[config.mk]
export PLATFORM = sky130hd
export DESIGN_NAME = min_heap_priority_queue_flat
export DESIGN_NICKNAME = d
export VERILOG_FILES = /design/src/sv/mhpq_pkg.sv /design/src/sv/mhpq_in_if.sv /design/src/sv/mhpq_out_if.sv /design/src/sv/mhpq_ram.sv /design/src/sv/min_heap_priority_queue.sv /design/src/flat_wrapper.sv
export SDC_FILE = /design/constraint.sdc
export NUM_CORES = 2
export LEC_CHECK = 0
export BUFFER_PORTS_ARGS = -buffer_cell sky130_fd_sc_hd__buf_4
export CORE_MARGIN = 1
export CORE_UTILIZATION = 51
export DETAILED_ROUTE_END_ITERATION = 8
export HOLD_SLACK_MARGIN = 0.05
export PLACE_DENSITY = 0.68
export SYNTH_ARGS = -nofsm -noshare
export SYNTH_HDL_FRONTEND = slang
export SYNTH_HIERARCHICAL = 1
export SYNTH_SLANG_ARGS = --single-unit
[constraint.sdc]
create_clock -name clk -period 8.2 [get_ports clk]
set_input_delay 1.64 -clock clk [delete_from_list [all_inputs] [get_ports clk]]
set_output_delay 1.64 -clock clk [all_outputs]
set_load 0.01 [all_outputs]
[src/sv/mhpq_pkg.sv]
// Shared types and constants of the min-heap priority queue.
`timescale 1ns / 1ps

package mhpq_pkg;

  localparam int KEY_W      = 32;
  localparam int OCC_W      = 7;
  localparam int CAP_W      = 7;
  localparam int CFG_ADDR_W = 3;
  localparam int CFG_DATA_W = 32;

  localparam logic [CAP_W-1:0] CAP_RESET = 7'd64;

  // register index, taken from paddr above the byte offset
  localparam logic [CFG_ADDR_W-3:0] REG_CAPACITY = 1'b0;

  typedef enum logic {
    CMD_INSERT  = 1'b0,
    CMD_EXTRACT = 1'b1
  } cmd_t;

  typedef enum logic [1:0] {
    ST_OK    = 2'd0,
    ST_FULL  = 2'd1,
    ST_EMPTY = 2'd2
  } status_t;

  typedef enum logic [2:0] {
    S_IDLE,
    S_UP_RD,
    S_UP_CMP,
    S_EX_LAST,
    S_DN_RD,
    S_DN_CMP,
    S_RESP
  } state_t;

endpackage

[src/sv/mhpq_in_if.sv]
// Command channel of the min-heap priority queue.
`timescale 1ns / 1ps

interface mhpq_in_if;
  logic                             valid;
  logic                             ready;
  logic                             command;
  logic signed [mhpq_pkg::KEY_W-1:0] key_in;

  modport source (output valid, command, key_in, input ready);
  modport sink   (input valid, command, key_in, output ready);
endinterface

[src/sv/mhpq_out_if.sv]
// Result channel of the min-heap priority queue.
`timescale 1ns / 1ps

interface mhpq_out_if;
  logic                             valid;
  logic                             ready;
  logic signed [mhpq_pkg::KEY_W-1:0] extracted_key;
  logic [1:0]                       status;
  logic signed [mhpq_pkg::KEY_W-1:0] min_key;
  logic                             min_valid;
  logic [mhpq_pkg::OCC_W-1:0]       occupancy;

  modport source (output valid, extracted_key, status, min_key, min_valid, occupancy,
                  input ready);
  modport sink   (input valid, extracted_key, status, min_key, min_valid, occupancy,
                  output ready);
endinterface

[src/sv/mhpq_ram.sv]
// Heap key store: one write port, two registered read ports.
`timescale 1ns / 1ps

module mhpq_ram #(
  parameter int DEPTH = 64,
  parameter int AW    = $clog2(DEPTH)
) (
  input  logic                       clk,
  input  logic                       we,
  input  logic [AW-1:0]              waddr,
  input  logic [mhpq_pkg::KEY_W-1:0] wdata,
  input  logic [AW-1:0]              raddr_a,
  input  logic [AW-1:0]              raddr_b,
  output logic [mhpq_pkg::KEY_W-1:0] rdata_a,
  output logic [mhpq_pkg::KEY_W-1:0] rdata_b
);

  logic [mhpq_pkg::KEY_W-1:0] mem [DEPTH];

  always_ff @(posedge clk) begin
    if (we) begin
      mem[waddr] <= wdata;
    end
  end

  always_ff @(posedge clk) begin
    rdata_a <= mem[raddr_a];
    rdata_b <= mem[raddr_b];
  end

endmodule

[src/sv/min_heap_priority_queue.sv]
// Accept to result beat: a full insert, or an extract leaving no entry, goes straight to S_RESP;
// an insert climbs one level per S_UP_RD/S_UP_CMP pair, stopping at the root or a parent no larger;
// an extract loads the last entry in S_EX_LAST, then descends by S_DN_RD/S_DN_CMP pairs,
// at most log2(DEPTH) levels. One command at a time: the sift walk over the key store and a
// stalled result beat set the rate; the worst walk at DEPTH 64 is an insert climbing six levels.
// A new command is taken while the previous result beat still waits; reset clears the count.
`timescale 1ns / 1ps

module min_heap_priority_queue #(
  parameter int DEPTH = 64
) (
  input  logic                            clk,
  input  logic                            rst_n,
  mhpq_in_if.sink                         in_if,
  mhpq_out_if.source                      out_if,
  input  logic                            psel,
  input  logic                            penable,
  input  logic                            pwrite,
  input  logic [mhpq_pkg::CFG_ADDR_W-1:0] paddr,
  input  logic [mhpq_pkg::CFG_DATA_W-1:0] pwdata,
  output logic [mhpq_pkg::CFG_DATA_W-1:0] prdata,
  output logic                            pready
);

  localparam int AW = $clog2(DEPTH);
  localparam int CW = $clog2(DEPTH + 1);
  localparam int XW = (CW > mhpq_pkg::CAP_W) ? CW : mhpq_pkg::CAP_W;
  localparam int KW = mhpq_pkg::KEY_W;

  // configuration
  logic [mhpq_pkg::CAP_W-1:0] cap_r;
  logic                       cfg_wr;

  assign pready = 1'b1;
  assign cfg_wr = psel && penable && pwrite &&
                  (paddr[mhpq_pkg::CFG_ADDR_W-1:2] == mhpq_pkg::REG_CAPACITY);
  assign prdata = (paddr[mhpq_pkg::CFG_ADDR_W-1:2] == mhpq_pkg::REG_CAPACITY) ?
                  mhpq_pkg::CFG_DATA_W'(cap_r) : '0;

  always_ff @(posedge clk) begin
    if (!rst_n) begin
      cap_r <= mhpq_pkg::CAP_RESET;
    end else if (cfg_wr) begin
      cap_r <= pwdata[mhpq_pkg::CAP_W-1:0];
    end
  end

  // state
  mhpq_pkg::state_t    state_r, state_nxt;
  logic [CW-1:0]       cnt_r, cnt_nxt;
  logic [CW-1:0]       pos_r, pos_nxt;
  logic signed [KW-1:0] val_r, val_nxt;
  logic signed [KW-1:0] ext_r, ext_nxt;
  mhpq_pkg::status_t   status_r, status_nxt;
  logic signed [KW-1:0] root_r, root_nxt;

  // output register
  logic                 out_valid_r;
  logic signed [KW-1:0] o_ext_r, o_min_r;
  logic [1:0]           o_status_r;
  logic                 o_min_valid_r;
  logic [mhpq_pkg::OCC_W-1:0] o_occ_r;

  // memory port
  logic          we;
  logic [AW-1:0] waddr, raddr_a, raddr_b;
  logic [KW-1:0] wdata, rd_a, rd_b;

  mhpq_ram #(.DEPTH(DEPTH), .AW(AW)) u_ram (
    .clk     (clk),
    .we      (we),
    .waddr   (waddr),
    .wdata   (wdata),
    .raddr_a (raddr_a),
    .raddr_b (raddr_b),
    .rdata_a (rd_a),
    .rdata_b (rd_b)
  );

  // decode
  logic          accept, is_insert, full, load;
  logic [CW-1:0] parent;
  logic [CW:0]   child_l, child_r, cnt_x;
  logic          up_less, dn_leaf, take_l, take_r;
  logic signed [KW-1:0] best_l;

  assign accept    = in_if.valid && in_if.ready;
  assign is_insert = (in_if.command == mhpq_pkg::CMD_INSERT);
  assign full      = (XW'(cnt_r) >= XW'(cap_r)) || (cnt_r == CW'(DEPTH));
  assign load      = (state_r == mhpq_pkg::S_RESP) && (!out_valid_r || out_if.ready);

  assign parent  = pos_r >> 1;
  assign child_l = {pos_r, 1'b0};
  assign child_r = {pos_r, 1'b1};
  assign cnt_x   = {1'b0, cnt_r};
  assign up_less = val_r < $signed(rd_a);
  assign dn_leaf = child_l > cnt_x;
  // left wins on a tie: right must be strictly smaller than the best so far
  assign take_l  = (child_l <= cnt_x) && ($signed(rd_a) < val_r);
  assign best_l  = take_l ? $signed(rd_a) : val_r;
  assign take_r  = (child_r <= cnt_x) && ($signed(rd_b) < best_l);

  // next state
  always_comb begin
    state_nxt = state_r;
    case (state_r)
      mhpq_pkg::S_IDLE: begin
        if (accept) begin
          if (is_insert) begin
            state_nxt = full ? mhpq_pkg::S_RESP : mhpq_pkg::S_UP_RD;
          end else if (cnt_r > CW'(1)) begin
            state_nxt = mhpq_pkg::S_EX_LAST;
          end else begin
            state_nxt = mhpq_pkg::S_RESP;
          end
        end
      end
      mhpq_pkg::S_UP_RD: begin
        state_nxt = (pos_r == CW'(1)) ? mhpq_pkg::S_RESP : mhpq_pkg::S_UP_CMP;
      end
      mhpq_pkg::S_UP_CMP: begin
        state_nxt = up_less ? mhpq_pkg::S_UP_RD : mhpq_pkg::S_RESP;
      end
      mhpq_pkg::S_EX_LAST: begin
        state_nxt = mhpq_pkg::S_DN_RD;
      end
      mhpq_pkg::S_DN_RD: begin
        state_nxt = dn_leaf ? mhpq_pkg::S_RESP : mhpq_pkg::S_DN_CMP;
      end
      mhpq_pkg::S_DN_CMP: begin
        state_nxt = (take_l || take_r) ? mhpq_pkg::S_DN_RD : mhpq_pkg::S_RESP;
      end
      mhpq_pkg::S_RESP: begin
        if (load) begin
          state_nxt = mhpq_pkg::S_IDLE;
        end
      end
      default: state_nxt = mhpq_pkg::S_IDLE;
    endcase
  end

  // FSM outputs: handshake and memory port
  always_comb begin
    in_if.ready = 1'b0;
    we          = 1'b0;
    waddr       = AW'(pos_r - CW'(1));
    wdata       = val_r;
    raddr_a     = AW'(cnt_r - CW'(1));
    raddr_b     = AW'(child_l);
    case (state_r)
      mhpq_pkg::S_IDLE: begin
        in_if.ready = 1'b1;  // read port A fetches the last entry for an extract
      end
      mhpq_pkg::S_UP_RD: begin
        raddr_a = AW'(parent - CW'(1));
        we      = (pos_r == CW'(1));
      end
      mhpq_pkg::S_UP_CMP: begin
        we = 1'b1;
        if (up_less) begin
          wdata = rd_a;  // parent moves down into the hole
        end
      end
      mhpq_pkg::S_DN_RD: begin
        raddr_a = AW'(child_l - (CW+1)'(1));
        we      = dn_leaf;
      end
      mhpq_pkg::S_DN_CMP: begin
        we = 1'b1;
        if (take_r) begin
          wdata = rd_b;
        end else if (take_l) begin
          wdata = rd_a;
        end
      end
      default: begin
      end
    endcase
  end

  // datapath
  always_comb begin
    cnt_nxt    = cnt_r;
    pos_nxt    = pos_r;
    val_nxt    = val_r;
    ext_nxt    = ext_r;
    status_nxt = status_r;
    root_nxt   = (we && waddr == '0) ? $signed(wdata) : root_r;
    case (state_r)
      mhpq_pkg::S_IDLE: begin
        if (accept) begin
          ext_nxt    = '0;
          status_nxt = mhpq_pkg::ST_OK;
          if (is_insert) begin
            if (full) begin
              status_nxt = mhpq_pkg::ST_FULL;
            end else begin
              cnt_nxt = cnt_r + CW'(1);
              pos_nxt = cnt_r + CW'(1);
              val_nxt = in_if.key_in;
            end
          end else if (cnt_r == '0) begin
            status_nxt = mhpq_pkg::ST_EMPTY;
          end else begin
            ext_nxt = root_r;
            cnt_nxt = cnt_r - CW'(1);
          end
        end
      end
      mhpq_pkg::S_UP_CMP: begin
        if (up_less) begin
          pos_nxt = parent;
        end
      end
      mhpq_pkg::S_EX_LAST: begin
        val_nxt = $signed(rd_a);
        pos_nxt = CW'(1);
      end
      mhpq_pkg::S_DN_CMP: begin
        if (take_r) begin
          pos_nxt = CW'(child_r);
        end else if (take_l) begin
          pos_nxt = CW'(child_l);
        end
      end
      default: begin
      end
    endcase
  end

  always_ff @(posedge clk) begin
    if (!rst_n) begin
      state_r <= mhpq_pkg::S_IDLE;
      cnt_r   <= '0;
    end else begin
      state_r <= state_nxt;
      cnt_r   <= cnt_nxt;
    end
  end

  always_ff @(posedge clk) begin
    pos_r    <= pos_nxt;
    val_r    <= val_nxt;
    ext_r    <= ext_nxt;
    status_r <= status_nxt;
    root_r   <= root_nxt;
  end

  // result beat
  always_ff @(posedge clk) begin
    if (!rst_n) begin
      out_valid_r <= 1'b0;
    end else if (load) begin
      out_valid_r <= 1'b1;
    end else if (out_if.ready) begin
      out_valid_r <= 1'b0;
    end
  end

  always_ff @(posedge clk) begin
    if (load) begin
      o_ext_r       <= ext_r;
      o_status_r    <= status_r;
      o_min_r       <= (cnt_r != '0) ? root_r : '0;
      o_min_valid_r <= (cnt_r != '0);
      o_occ_r       <= mhpq_pkg::OCC_W'(cnt_r);
    end
  end

  assign out_if.valid         = out_valid_r;
  assign out_if.extracted_key = o_ext_r;
  assign out_if.status        = o_status_r;
  assign out_if.min_key       = o_min_r;
  assign out_if.min_valid     = o_min_valid_r;
  assign out_if.occupancy     = o_occ_r;

endmodule

[src/flat_wrapper.sv]
// flat-port wrapper written by rule: the top's interface ports become plain ports
module min_heap_priority_queue_flat 
#(
  parameter int DEPTH = 64
)
  (clk, rst_n, psel, penable, pwrite, paddr, pwdata, prdata, pready, in_if_valid, in_if_command, in_if_key_in, in_if_ready, out_if_valid, out_if_extracted_key, out_if_status, out_if_min_key, out_if_min_valid, out_if_occupancy, out_if_ready);
  mhpq_in_if in_if_i ();
  mhpq_out_if out_if_i ();
  input  logic clk;
  input  logic rst_n;
  input  logic psel;
  input  logic penable;
  input  logic pwrite;
  input  logic [mhpq_pkg::CFG_ADDR_W-1:0] paddr;
  input  logic [mhpq_pkg::CFG_DATA_W-1:0] pwdata;
  output logic [mhpq_pkg::CFG_DATA_W-1:0] prdata;
  output logic pready;
  input wire logic [$bits(in_if_i.valid)-1:0] in_if_valid;
  input wire logic [$bits(in_if_i.command)-1:0] in_if_command;
  input wire logic [$bits(in_if_i.key_in)-1:0] in_if_key_in;
  output wire logic [$bits(in_if_i.ready)-1:0] in_if_ready;
  output wire logic [$bits(out_if_i.valid)-1:0] out_if_valid;
  output wire logic [$bits(out_if_i.extracted_key)-1:0] out_if_extracted_key;
  output wire logic [$bits(out_if_i.status)-1:0] out_if_status;
  output wire logic [$bits(out_if_i.min_key)-1:0] out_if_min_key;
  output wire logic [$bits(out_if_i.min_valid)-1:0] out_if_min_valid;
  output wire logic [$bits(out_if_i.occupancy)-1:0] out_if_occupancy;
  input wire logic [$bits(out_if_i.ready)-1:0] out_if_ready;
  assign in_if_i.valid = in_if_valid;
  assign in_if_i.command = in_if_command;
  assign in_if_i.key_in = in_if_key_in;
  assign in_if_ready = in_if_i.ready;
  assign out_if_valid = out_if_i.valid;
  assign out_if_extracted_key = out_if_i.extracted_key;
  assign out_if_status = out_if_i.status;
  assign out_if_min_key = out_if_i.min_key;
  assign out_if_min_valid = out_if_i.min_valid;
  assign out_if_occupancy = out_if_i.occupancy;
  assign out_if_i.ready = out_if_ready;
  min_heap_priority_queue #(.DEPTH(DEPTH)) u_core (.clk(clk), .rst_n(rst_n), .in_if(in_if_i), .out_if(out_if_i), .psel(psel), .penable(penable), .pwrite(pwrite), .paddr(paddr), .pwdata(pwdata), .prdata(prdata), .pready(pready));
endmodule
; ---- After elaboration in Yosys (flattened, before gate mapping)
; Memories as Yosys holds them, arrays and structs flattened. A register that Yosys moved wholly into a read port is not among the register bits.
; Index checks and enable logic that the tools add are counted.
[totals]
register_bits = 197
ramBits = 2048
elab_cells = 110
memories = 1
[mem_list]
columns = name, words, word_bits, read_ports, rd_clocked_by_memory_dff, write_ports, line_no
row1 = u_core.u_ram.mem, 64, 32, 2, 2, 1, mhpq_ram.sv:18  ; logic [mhpq_pkg::KEY_W-1:0] mem [DEPTH];
[op_classes]
addsub = 5
order_cmp = 8
n_eq_ne = 16
muxes = 38
bitwise_logic = 2
n_reduce_logical = 26
[ops]
columns = cell, n
row1 = two-way mux 32 bit, 6
row2 = case mux 32 bit (2 select lines), 2
row3 = less-than comparator 32 bit, 3
row4 = two-way mux 7 bit, 9
row5 = case mux 7 bit (4 select lines), 1
row6 = two-way mux 3 bit, 7
row7 = case mux 3 bit (7 select lines), 1
row8 = "subtractor 6 x 1 -> 6 bit, second input constant", 3
row9 = less-or-equal comparator 8 x 7 -> 1 bit, 2
row10 = case mux 6 bit (2 select lines), 1
row11 = "equality test 3 bit, second input constant", 3
row12 = > comparator 8 x 7 -> 1 bit, 1
row13 = logical AND 1 bit, 8
row14 = two-way mux 2 bit, 4
row15 = "!= test 2 bit, second input constant", 4
row16 = AND reduction 4 bit, 2
row17 = "adder 7 x 1 -> 7 bit, second input constant", 1
row18 = "equality test 7 x 1 -> 1 bit, second input constant", 1
row19 = "equality test 7 bit, second input constant", 1
row20 = >= comparator 7 bit, 1
row21 = "> comparator 7 x 1 -> 1 bit, second input constant", 1
row22 = logical NOT 7 bit, 1
row23 = nonzero test 7 bit, 1
row24 = "subtractor 7 x 1 -> 7 bit, second input constant", 1
row25 = other kinds (16), 30

; ---- Longest topological paths before layout
[depth]
depth_word = 8
ltp_mapped = 23
depth_no_buf = 20

; ---- Modules after synthesis
; Netlist, hierarchy kept.
[modules_own_cells]
columns = module, instances, cells_each, area_per_inst_um2, seq_area_each_um2
row1 = mhpq_ram, 1, 4412, 95660.5, 62780.2
row2 = min_heap_priority_queue, 1, 1120, 11930.2, 5735.5

; ---- Least setup slack after synthesis
; Ideal clock, no wire load.
[synth_timing]
path_kind = reg-to-reg
start = register u_core.val_r[27]
end = register u_core.root_r[2] (data pin)
setup_time_ps = 709
arrival_time_ps = 7330
setup_slack_ps = 161
path_stages_with_launch = 22
path_cell_list = edfxtp_1 > inv_1 > ha_1 > a21oi_1 > o21ai_1 > a2111oi_0 > a211o_1 > o211ai_1 > o31a_1 > nor2_1 > clkbuf_1 > clkbuf_1 > a21oi_1 > ha_1 > nand4_1 > or4_1 > a21oi_1 > o22ai_1 > or3_1 > a211oi_2 > a2111oi_0 > o21ai_0
[synth_via]
elab_chain_len = 7
[synth_lines]
columns = element, line_no
row1 = from (decl), min_heap_priority_queue.sv:52  ; logic signed [KW-1:0] val_r, val_nxt;
row2 = from (signal assigned), min_heap_priority_queue.sv:243  ; val_r <= val_nxt;
row3 = less-than comparator 32 bit, min_heap_priority_queue.sv:99  ; assign take_l = (child_l <= cnt_x) && ($signed(rd_a) < val_r);
row4 = logical AND 1 bit, min_heap_priority_queue.sv:99
row5 = two-way mux 32 bit, "min_heap_priority_queue.sv:100, min_heap_priority_queue.sv:172"
row6 = less-than comparator 32 bit, min_heap_priority_queue.sv:101  ; assign take_r = (child_r <= cnt_x) && ($signed(rd_b) < best_l);
row7 = logical AND 1 bit, min_heap_priority_queue.sv:101
row8 = two-way mux 32 bit, min_heap_priority_queue.sv:170  ; if (take_r) begin
row9 = case mux 32 bit (2 select lines) (*), min_heap_priority_queue.sv:150  ; case (state_r)
row10 = named net u_core.wdata[2], min_heap_priority_queue.sv:67  ; logic [KW-1:0] wdata, rd_a, rd_b;
row11 = to (signal assigned), min_heap_priority_queue.sv:246  ; root_r <= root_nxt;
row12 = to (decl), min_heap_priority_queue.sv:55  ; logic signed [KW-1:0] root_r, root_nxt;
; The timed path passes the listed nets; every way through them passes the cells marked *.
; A chain may end at the register's enable or synchronous reset.

; ---- Final worst setup path
[layout_timing]
start = register u_core.cnt_r[5]
end = memory u_core/u_ram/mem[15][3] (netlist bit) (data pin)
[layout_via]
elab_chain_len = 7
[layout_lines]
columns = element, line_no
row1 = from (decl), min_heap_priority_queue.sv:50  ; logic [CW-1:0] cnt_r, cnt_nxt;
row2 = from (signal assigned), min_heap_priority_queue.sv:237  ; cnt_r <= cnt_nxt;
row3 = less-or-equal comparator 8 x 7 -> 1 bit, min_heap_priority_queue.sv:99
row4 = logical AND 1 bit, min_heap_priority_queue.sv:99
row5 = two-way mux 32 bit, "min_heap_priority_queue.sv:100, min_heap_priority_queue.sv:172"
row6 = less-than comparator 32 bit, min_heap_priority_queue.sv:101
row7 = logical AND 1 bit, min_heap_priority_queue.sv:101
row8 = two-way mux 32 bit (*), min_heap_priority_queue.sv:170
row9 = case mux 32 bit (2 select lines) (*), min_heap_priority_queue.sv:150
row10 = named net u_core.wdata[3], min_heap_priority_queue.sv:67
row11 = to (decl), mhpq_ram.sv:18
; Marked as above.

==> out/results.ini <==
[logic_synthesis]
yosys-top-cells-area = edfxtp_1, mux4_2, mux2i_1
syn-cell-area_sq_um = 108000
synth-seq-cells = 2309
synth_top_family_by_area = multiplexers
synth_xor_area_share_pct = 0.163
synth_top_cell_by_area = edfxtp_1
synth-compound-area-share_pct = 3.83
async_reset_ff_share_pct = 0
postSynthCellCount = 5532
synth-simple-area-share_pct = 2.53
synth_top_area_share_pct = 62.2
synth_adder_area_share_pct = 0.988
yosys-mux-area-fraction_pct = 26.5
synthFlopType = edfxtp_1
seq_area_frac_synth_pct = 63.7
synth_cell_types = 74
ys_warn_count = 6
synth_edf_count = 2227
synth_area_per_cell_sq_um = 19.4

[detailed_routing]
drtIter0Drc = 8146
vias = 61100
routedWlPerCell_microns = 36.3
drcViolationCount = 0
wl_microns = 315000
drtAntennaViolNets = 0
via_per_inst = 7.04
drt_pass1_iterations = 6

[floorplanning]
start_util_pct = 51.3
die_area_sq_um = 213000
ios = 184
dieWidth_microns = 461
core_sq_um = 210000
die_h_microns = 461
core.rowCount = 168

[clocking]
htreeDepth = 4
cts_tree = built
postCtsHoldBufs = 0
clk_path_buf_depth = 3
post_cts_resized = 0
post-cts-setup-buffers = 0
cts_sinks = 2309
numCtsBuffers = 228
insertion_delay_ns = 0.90
path_clk_slew_ns = 0.06
root_buffer = clkbuf_16

[grt]
grt_max_degree = 506
grt_pass1_wl_microns = 444000
overflow = 0
grt_pass1_vias = 59700
grt_antenna_before_repair = 26
grt_use_total_pct = 29.8

[final_layout]
final_nets = 5821
final_common_cell = edfxtp_1
instances_no_fill = 8676
synthToLayoutAreaGrowth_pct = 11.7
register_area_sq_um = 68500
multi_input_area_sq_um = 37700
n_fill_cell = 15300
layout-drive-gt1-share_pct = 33.9
mostFrequentLayoutCells = edfxtp_1, mux4_2, buf_4

[outcome]
status = complete, but fails checks
violations = slew limit

[worst_hold_path]
min_from = u_core/ext_r[12]
min_path_type = flip-flop to flip-flop

[worst_setup_path]
startpoint_type = flip-flop
cp_common_cell = buf_4
path_cells = inv_1 > ha_1 > and4b_1 > nor2b_1 > o32a_2 > inv_1 > o2111a_1 > buf_4 > nor3_1 > a21oi_1 > ha_1 > o21ai_0 > a2111oi_0 > a211oi_1 > nand2_1 > o22ai_1 > o21ba_2 > nor4b_4 > buf_4 > a2111oi_0 > o21ai_4 > buf_4
end_kind = flip-flop
reg2reg_from = u_core/cnt_r[5]
worstSetupPathType = flip-flop to flip-flop
critical-path-top-delay-family = compound AO/OA/AOI/OAI gates
arrival_ns = 7.89
worstSetupStartpoint = u_core/cnt_r[5]
slowest_delay_ns = 0.91
slowest_stage = o2111a_1
cp_max_fo = 65
crit_required_ns = 8.77
cp_num_buf_inv = 5

[timing]
hold_viol = 0
max_freq_mhz = 137
tns_ns = 0
slew_violations = 404
finClkSkew_ns = 0.0365
period_minus_slack_ns = 7.33
tightest_slew_ns = 4.45
rsz0062_at_grt = no
setup_viol = 0
slew_headroom_pct = -196
fin_crit_sh_pct = 89.3
timing.final.ws_setup_ns = 0.875

[flow_run]
cap_violations = 0

[place]
place_ws_ns = 0.996
io_buffers = 130
dpl.cell_count = 8236
post-dp-hpwl_microns = 181000
gp_congestion = 0.924

[power]
power.density_nw_per_um2 = 427
peakVddDrop_uv = 639
total_leakage_power_nw = 39.2

-- where the power goes --
| group | switching, mW | internal [mW] |
|---|---|---|
| clock | 4.51 | 6.07 |
| sequential | 0.564 | 15.3 |
| combinational | 16.3 | 8.56 |
| total | 21.3 | 30.0 |
-- synthesized netlist by cell type (61+ instances only) --
cell / instances
a21oi_1: 138
a22oi_1: 91
buf_2: 132
buf_4: 81
clkbuf_1: 193
dfxtp_1: 82
edfxtp_1: 2227
ha_1: 85
inv_1: 61
mux2_2: 70
mux2i_1: 242
mux4_2: 1124
nand2_1: 137
nor2_1: 164
o21ai_1: 64
o22ai_1: 61
-- final cells by class --
cell class                 count  share of cell area [%]
sequential                  2309                    57.0
multi-input combinational   2740                    31.4
clock buffer                 292                    5.10
tap                         2805                    2.92
timing repair buffer         320                    2.20
clock inverter               136                    1.21
inverter                      62                   0.194
antenna                       12                  0.0250
-- cells by family (layout without fill, tap and decap cells) --
family | Yosys count | count (layout)
buf+inv | 508 | 810
simple gates | 555 | 555
mux | 1436 | 1436
fa+ha+maj | 85 | 85
compound gates | 617 | 617
other cells | 2 | 39
xor+xnor | 20 | 20
flops | 2309 | 2309
-- state kept, by name (all words and copies together), names as in the netlist --
signal / flops
u_core/cap_r: 7
u_core/cnt_r: 7
u_core/ext_r: 32
u_core/out_if.extracted_key: 32
u_core/out_if.min_key: 32
u_core/out_if.min_valid: 1
u_core/out_if.occupancy: 7
u_core/out_if.status: 2
u_core/out_if.valid: 1
u_core/pos_r: 7
u_core/root_r: 32
u_core/state_r: 3
u_core/status_r: 2
u_core/u_ram/mem: 2048
u_core/u_ram/rdata_a: 32
u_core/u_ram/rdata_b: 32
u_core/val_r: 32
-- per-stage QoR --
stage | area [sq um] | hold slack, ns | power [mW] | utilization (%)
after global routing | 120000 | 0.414 | 52.7 | 57.3
after floorplan | 108000 | 0.400 | 30.5 | -
after CTS | 120000 | 0.416 | 50.7 | 57.3
after global placement | 113000 | 0.403 | 39.9 | 53.7
final | 120000 | 0.415 | 51.3 | 57.4
after detailed placement | 113000 | 0.405 | 40.2 | 53.7
-- final timing paths --
check,end,slack (ns),depth (start not counted)
max,u_core/u_ram/mem[15][3],0.87,22
min,u_core/out_if.extracted_key[12],0.41,0
max reg2reg,u_core/u_ram/mem[15][3],0.87,22
min reg2reg,u_core/out_if.extracted_key[12],0.41,0
-- metal layers --
layer	vias up	routed length, microns	track usage, %
li1	24000	-	-
met1	32500	117000	41.2
met2	3968	148000	46.1
met3	622	38600	7.56
met4	26	11500	10.6
met5	-	195	0
Power figures use the tool's default switching activity.
